--- config.mk ---
export PLATFORM = sky130hd
export DESIGN_NAME = qte_sqrt_cell
export DESIGN_NICKNAME = d
export VERILOG_FILES = /design/src/qte_pkg.sv /design/src/qte_sqrt_cell.sv
export SDC_FILE = /design/constraint.sdc
export NUM_CORES = 1
export LEC_CHECK = 0
export BUFFER_PORTS_ARGS = -buffer_cell sky130_fd_sc_hd__buf_2
export CAP_MARGIN = 20
export CORE_ASPECT_RATIO = 1.25
export CORE_MARGIN = 2
export CORE_UTILIZATION = 29
export DETAILED_ROUTE_END_ITERATION = 7
export GPL_TIMING_DRIVEN = 0
export SLEW_MARGIN = 30
export SYNTH_ARGS = -nofsm -noshare
export SYNTH_HDL_FRONTEND = slang
export SYNTH_SLANG_ARGS = --single-unit
--- constraint.sdc ---
create_clock -name clk -period 8.55 [get_ports clk]
set_input_delay 0.855 -clock clk [delete_from_list [all_inputs] [get_ports clk]]
set_output_delay 0.855 -clock clk [all_outputs]
set_load 0.01 [all_outputs]
--- src/qte_pkg.sv ---
// Shared constants, payload types and helper functions for the quaternion
// to Euler angle converter. No dependencies.
`timescale 1ns / 1ps
`default_nettype none
package qte_pkg;

  localparam int CORDIC_STAGES = 16;
  localparam int ATAN_LEN      = 24;
  localparam int NSTG          = (CORDIC_STAGES < ATAN_LEN) ? CORDIC_STAGES : ATAN_LEN;

  localparam int Q_W     = 16;
  localparam int PROD_W  = 32;
  localparam int TERM_W  = 34;
  localparam int S_W     = 30;
  localparam int SQ_W    = 58;
  localparam int SQ_N    = 29;
  localparam int C_W     = 29;
  localparam int XY_W    = 36;
  localparam int Z_W     = 28;
  localparam int IDX_W   = 5;
  localparam int ANG_W   = Z_W - 11;
  localparam int ROLL_W  = 16;
  localparam int PITCH_W = 15;

  localparam logic signed [TERM_W-1:0] ONE_Q28     = 34'sd268435456;
  localparam logic signed [TERM_W-1:0] NEG_ONE_Q28 = -34'sd268435456;
  localparam logic signed [Z_W-1:0]    HALF_PI_Q24 = 28'sd26353589;
  localparam logic signed [Z_W-1:0]    ROUND_Q24   = 28'sd1024;
  localparam logic signed [ANG_W-1:0]  PI_Q13      = 17'sd25736;
  localparam logic signed [ANG_W-1:0]  HALF_PI_Q13 = 17'sd12868;

  typedef struct packed {
    logic signed [XY_W-1:0] x;
    logic signed [XY_W-1:0] y;
    logic signed [Z_W-1:0]  z;
    logic                   zero;
  } cordic_t;

  typedef struct packed {
    logic signed [TERM_W-1:0] sr;
    logic signed [TERM_W-1:0] cr;
    logic signed [TERM_W-1:0] sy;
    logic signed [TERM_W-1:0] cy;
    logic signed [S_W-1:0]    s;
    logic                     clamp;
  } side_t;

  function automatic logic signed [Z_W-1:0] atan_q24(input logic [IDX_W-1:0] i);
    case (i)
      5'd0:    return 28'sd13176795;
      5'd1:    return 28'sd7778716;
      5'd2:    return 28'sd4110060;
      5'd3:    return 28'sd2086331;
      5'd4:    return 28'sd1047214;
      5'd5:    return 28'sd524117;
      5'd6:    return 28'sd262123;
      5'd7:    return 28'sd131069;
      5'd8:    return 28'sd65536;
      5'd9:    return 28'sd32768;
      5'd10:   return 28'sd16384;
      5'd11:   return 28'sd8192;
      5'd12:   return 28'sd4096;
      5'd13:   return 28'sd2048;
      5'd14:   return 28'sd1024;
      5'd15:   return 28'sd512;
      5'd16:   return 28'sd256;
      5'd17:   return 28'sd128;
      5'd18:   return 28'sd64;
      5'd19:   return 28'sd32;
      5'd20:   return 28'sd16;
      5'd21:   return 28'sd8;
      5'd22:   return 28'sd4;
      5'd23:   return 28'sd2;
      default: return '0;
    endcase
  endfunction

  // Fold the left half plane onto the right by a quarter turn.
  function automatic cordic_t cordic_pre(input logic signed [XY_W-1:0] y,
                                         input logic signed [XY_W-1:0] x);
    cordic_t r;
    r.zero = (x == '0) && (y == '0);
    if (x < 0) begin
      if (y >= 0) begin
        r.x = y;
        r.y = -x;
        r.z = HALF_PI_Q24;
      end else begin
        r.x = -y;
        r.y = x;
        r.z = -HALF_PI_Q24;
      end
    end else begin
      r.x = x;
      r.y = y;
      r.z = '0;
    end
    return r;
  endfunction

  function automatic logic signed [ANG_W-1:0] round_q13(input logic signed [Z_W-1:0] z);
    logic signed [Z_W-1:0] t;
    t = z + ROUND_Q24;
    return t[Z_W-1:11];
  endfunction

endpackage
`default_nettype wire

--- src/qte_sqrt_cell.sv ---
// One step of the digit-by-digit integer square root: trial subtract of
// res + 4^k. Depends on qte_pkg.
`timescale 1ns / 1ps
`default_nettype none
module qte_sqrt_cell (
  input  wire logic                        clk,
  input  wire logic                        en,
  input  wire logic [qte_pkg::IDX_W-1:0]   k,
  input  wire logic [qte_pkg::SQ_W-1:0]    n_in,
  input  wire logic [qte_pkg::SQ_W-1:0]    r_in,
  output logic      [qte_pkg::SQ_W-1:0]    n_out,
  output logic      [qte_pkg::SQ_W-1:0]    r_out
);
  import qte_pkg::*;

  logic [SQ_W-1:0] bitv;
  logic [SQ_W-1:0] trial;

  assign bitv  = SQ_W'(1) << {k, 1'b0};
  assign trial = r_in + bitv;

  always_ff @(posedge clk) begin
    if (en) begin
      if (n_in >= trial) begin
        n_out <= n_in - trial;
        r_out <= (r_in >> 1) + bitv;
      end else begin
        n_out <= n_in;
        r_out <= r_in >> 1;
      end
    end
  end
endmodule
`default_nettype wire

# After elaboration in Yosys (flattened, before gate mapping)
# Cells that the tools add are included.
dict set report totals {
  n_memories 0
  output_inout_bits 116
  ram_bits 0
  word_cells 10
  ff_bits 116
  latchBits 0
  romBits 0
}
dict set report op_classes {
  bitwise 0
  reduce_logical 0
  addsub 3
  n_lt_le_gt_ge 1
  n_mul 0
  div_mod_pow 0
  muxes 2
  n_shift 1
  eq_ne 0
}
# cell n
set ops {}
lappend ops {{adder 57 x 58 -> 58 bit} 1}
lappend ops {{adder 58 bit} 1}
lappend ops {{greater-or-equal comparator 58 bit} 1}
lappend ops {{two-way mux 58 bit} 1}
lappend ops {{left shift 1 x 6 -> 58 bit, first input constant} 1}
lappend ops {{subtractor 58 bit} 1}
lappend ops {{two-way mux 57 bit} 1}

# Logic depth before layout (Yosys ltp)
dict set report logic_depth {
  depth_word 4
  ltp_mapped 30
  ltp_nobuf 25
}

# Worst setup path before layout
# OpenSTA, ideal clock, no wires.
dict set report synth_timing {
  kind {input -> register}
  startpoint {input k[0] in the netlist's numbering}
  endpoint {register n_out[1] in the netlist's numbering (data pin)}
  t_required_ns 8.290
  cell_stages 27
  setup_slack_ns 1.912
  path_buffers 5
  arrival_time_ns 6.379
  path_cell_list {buf_4 -> or3b_1 -> buf_6 -> buf_2 -> nor2_1 -> ha_1 -> a311oi_1 -> nor3b_1 -> a221oi_1 -> o31a_2 -> a211oi_1 -> nor3_2 -> o21ai_1 -> a21o_1 -> a21oi_1 -> xor2_1 -> ha_1 -> clkbuf_1 -> a21o_1 -> a21o_1 -> a21o_1 -> a21o_1 -> a31o_2 -> a211oi_1 -> o31a_1 -> buf_1 -> mux2_2}
}
dict set report synth_via {
  elab_chain_len 4
  elab_cells_between_ends 5
  classes_between {add/sub (2); order compare (1); shift (1); mux (1)}
}
# element line_no
set synth_lines {}
lappend synth_lines {{from (decl)} qte_sqrt_cell.sv:8} ;# input wire logic [qte_pkg::IDX_W-1:0] k,
lappend synth_lines {{left shift 1 x 6 -> 58 bit (*)} qte_sqrt_cell.sv:19} ;# assign bitv = SQ_W'(1) << {k, 1'b0};
lappend synth_lines {{adder 58 bit (*)} qte_sqrt_cell.sv:20} ;# assign trial = r_in + bitv;
lappend synth_lines {{subtractor 58 bit / greater-or-equal comparator 58 bit (equally long branches)} {qte_sqrt_cell.sv:25, qte_sqrt_cell.sv:24}}
lappend synth_lines {{two-way mux 58 bit (*)} qte_sqrt_cell.sv:24} ;# if (n_in >= trial) begin
lappend synth_lines {{to (signal assigned)} qte_sqrt_cell.sv:25} ;# n_out <= n_in - trial;
lappend synth_lines {{to (signal assigned)} qte_sqrt_cell.sv:28} ;# n_out <= n_in;
lappend synth_lines {{to (decl)} qte_sqrt_cell.sv:11} ;# output logic [qte_pkg::SQ_W-1:0] n_out,
# Every way passes the cells marked *; elsewhere a longest branch is shown, timed or not.
# A chain may end at the register's enable or synchronous reset.

# Final worst setup path
dict set report layout_timing {
  startpoint {input k[2] in the netlist's numbering}
  endpoint {register n_out[53] in the netlist's numbering (data pin)}
}
# The elaborated chain is that of the path after synthesis.

==> impl_summary.md <==
Routing
The average wire per standard cell is 21.8 um. The via total after detailed routing is 13,900. The number of design-rule violations left by the first detailed-router iteration is 1,284. The via density per instance is 5.57. The final layout contains routed wiring with a total length of 54,400 um.

After detailed routing, the number of remaining DRC violations is 0. The detail route stage leaves a number of antenna-violating nets equal to 0. The first-pass iteration count of the detailed router is 6.

GRT
For this run the aggregate overflow at the end of global routing stands at 0. The number of global-route vias before repair is 13,300. The global-route wire length before repair is 80,300 um. For this run, the total global-route usage over all layers was measured as 0.220.

The number of antenna violations at the first check in global routing is 1. Entering global routing, the biggest net connects 64 pins.

STA
The shortest clock period the worst path allows after layout is 8.24 ns. The final setup violation count is 0. Dividing the final minimum period by the clock period gives 0.963. The headroom to the max-slew limit is 0.345.

Setup repair after global routing could not meet its margin everywhere. The final max-slew violation count is 0. The final count of hold timing violations is 0.

The measured slew at the worst slew-check pin is 0.973 ns. The maximum achievable frequency is 121 MHz.

Clock network
The number of clock buffers added by TritonCTS is 17. The buffer type at the clock tree root is sky130_fd_sc_hd__clkbuf_16. The number of buffers inserted to repair setup after CTS is 0. The H-tree generated during clock tree synthesis spans 4 levels. After clock tree synthesis, the flow added hold-fix buffers numbering 0. The TritonCTS clock tree is done. Counting along the longest clock path gives a buffer depth of 2. The total clock sinks is 116. The clock transition time at the flip-flop clock pins of the worst setup and hold paths is 0.06 ns.

Min path
The worst hold path class is input port to flop.

Synthesis
The number of warning messages in the yosys log is 0. Summing every instance area after synthesis gives 13,500 sq um. The number of register bits inferred by synthesis is 116. The most used flip-flop cell after synthesis is sky130_fd_sc_hd__edfxtp_1.

The net count after synthesis is 1,873. The number of synthesized flops with an enable pin is 116. For this run, asynchronously set or reset flops after synthesis account for 0. The number of distinct library cells after synthesis is 90.

Of the synthesized area, sequential elements account for 0.259. The count of mapped cells out of synthesis is 1,651. In this run the mean area of a mapped cell was 8.16 sq um.

Setup path
Along the worst path, the maximum fanout reaches 10. The master of the slowest instance on the critical path is sky130_fd_sc_hd__maj3_1. STA puts the critical path data required time at 8.74 ns.

The critical path is of the input port to flop type. The endpoint type of the worst setup path is a flop. The stage delay of the slowest cell on the critical path is 0.44 ns. The cell repeated most along the worst path is sky130_fd_sc_hd__a21oi_1. The nature of the critical path startpoint is an input port. The critical path arrival is 8.43 ns. The most critical setup path has its endpoint at n_out[53]. The most critical setup path has its startpoint at k[2].

Layout
The share of post-route cells with drive strength above 1 is 0.197. In the final design database the tool counted 2,127 nets. The area growth from synthesis to layout is 18.4%.

The antenna diode count is 0. For this run, the share of the core covered by cells in the final layout is 0.347.

Floorplanning
The floorplan die width is 197 um. The count of boundary I/O pins is 239. In this run the standard cell core region covers 46,000 sq um.

The count of standard-cell rows is 88. The initial utilization of the core area, before any placement, comes to 0.293. The die outline height is 245 um. The die area is 48,200 sq um.

Power
IR analysis of the VDD net gives a maximum drop of 0.000125 V. The overall power of the completed layout is 2290 uW. The power density normalized to cell area is 143 nW/um^2. The leakage power figure is 0.00628 uW.

Flow run
The number of maximum-capacitance constraint violations is 0.

Status
The flow ran to the end, and the final reports show no timing, DRC or antenna violations.

Placed design
The number of buffer cells added on primary ports is 234. The placer's final routability congestion estimate is 0.943. After legalization and detailed placement, the total HPWL measured 44,900 um.
## metal layers
layer | GRT usage | part of all wire
met5 | 0 | 0.00018
met4 | 0.0955 | 0.042
met3 | 0.0294 | 0.046
met2 | 0.387 | 0.49
met1 | 0.268 | 0.42
## worst min-delay path by stage
stage	startpoint	to	cells past startpoint
after floorplan	en	n_out[0]	0
after CTS	n_in[43]	n_out[43]	2
after global routing	n_in[46]	n_out[46]	2
final	n_in[43]	n_out[43]	2
after detailed placement	n_in[43]	n_out[43]	2
after global placement	n_in[43]	n_out[43]	2
## power by group
group,internal [uW],switching (uW),total (uW)
registers,721,21.3,742
logic,311,556,867
clock network,391,285,676
## final cells by class
cell class	instances	area (sq um)
well taps	585	732
inverters	34	128
plain buffers	94	419
repair buffers	235	1210
flip-flops and latches	116	3480
fillers	4845	30100
multi-input cells	1407	9460
clock buffers	19	433
clock inverters	12	91.3
## worst max-delay path: cells and delay by family
kind | cells | cell delay (ns)
AO/OA/AOI/OAI | 12 | 2.83
XOR/XNOR | 1 | 0.15
adder cells (fa/ha/maj) | 4 | 1.22
buffers and inverters | 6 | 1.69
AND/OR/NAND/NOR | 8 | 1.65
## cells by family after synthesis
family          after synthesis  share of synthesized area
mux                          23                     0.0189
simple gates                569                      0.209
fa+ha+maj                   104                     0.0965
xor+xnor                    182                      0.118
buf+inv                     128                     0.0399
compound gates              529                      0.259
flops                       116                      0.259
## cells in the final DEF (no fill, tap or decap), drive strengths merged, types with 8 or more instances in the layout
| cell type | netlist | final |
|---|---|---|
| or2 | 14 | 14 |
| nand4 | 46 | 46 |
| a31oi | 50 | 50 |
| and2 | 23 | 23 |
| a41oi | 8 | 8 |
| mux2 | 20 | 20 |
| and3 | 8 | 8 |
| nor4 | 10 | 10 |
| or3 | 12 | 12 |
| o21a | 19 | 19 |
| nor2b | 14 | 14 |
| ha | 98 | 98 |
| nor2 | 175 | 175 |
| o31ai | 19 | 19 |
| inv | 33 | 33 |
| nand2 | 144 | 144 |
| a21o | 54 | 54 |
| a211oi | 9 | 9 |
| nor3 | 39 | 39 |
| a31o | 14 | 14 |
| clkinv | 1 | 9 |
| a21oi | 164 | 164 |
| buf | 34 | 267 |
| edfxtp | 116 | 116 |
| o21ai | 94 | 94 |
| nand2b | 13 | 13 |
| xor2 | 68 | 68 |
| nand3 | 36 | 36 |
| xnor2 | 114 | 114 |
| o211ai | 11 | 11 |
| o21bai | 19 | 19 |
| clkbuf | 60 | 81 |
## cells in the mapped netlist, drive strengths merged (6+ instances only)
master / number / area share
a211oi: 9 / 0.0050
a21boi: 7 / 0.0039
a21o: 54 / 0.030
a21oi: 164 / 0.062
a31o: 14 / 0.0091
a31oi: 50 / 0.024
a41oi: 8 / 0.0058
and2: 23 / 0.011
and3: 8 / 0.0037
and4: 6 / 0.0039
buf: 34 / 0.014
clkbuf: 60 / 0.017
edfxtp: 116 / 0.26
ha: 98 / 0.091
inv: 33 / 0.0092
mux2: 20 / 0.017
nand2: 144 / 0.040
nand2b: 13 / 0.0060
nand3: 36 / 0.013
nand4: 46 / 0.021
nor2: 175 / 0.052
nor2b: 14 / 0.0065
nor3: 39 / 0.015
nor3b: 7 / 0.0046
nor4: 10 / 0.0046
o211ai: 11 / 0.0069
o21a: 19 / 0.011
o21ai: 94 / 0.035
o21bai: 19 / 0.011
o2bb2ai: 6 / 0.0039
o31ai: 19 / 0.013
or2: 14 / 0.0065
or3: 12 / 0.0059
xnor2: 114 / 0.074
xor2: 68 / 0.044
## metrics by stage
stage | instances | setup TNS [ns] | area [sq um] | hold slack [ns] | setup WS (ns)
after floorplan | 1651 | 0 | 13500 | 0.967 | 1.91
after global placement | 2470 | -3.05 | 15400 | 1.19 | -0.310
after detailed placement | 2471 | -3.84 | 15400 | 1.19 | -0.323
after CTS | 2502 | 0 | 15900 | 0.738 | 0.0694
after global routing | 2502 | -0.0479 | 16000 | 0.742 | -0.0479
final | 2502 | 0 | 16000 | 0.750 | 0.313
## registers in the layout, indices dropped and copies added (netlist names)
signal / cells
n_out: 58
r_out: 58
## what timing repair did
action | 4_1_cts | 5_1_grt
endpoints found under the setup margin | 0 | 34
hold endpoints to repair | 0 | 0
gates resized for setup | 0 | 10
Power figures use the tool's default switching activity.
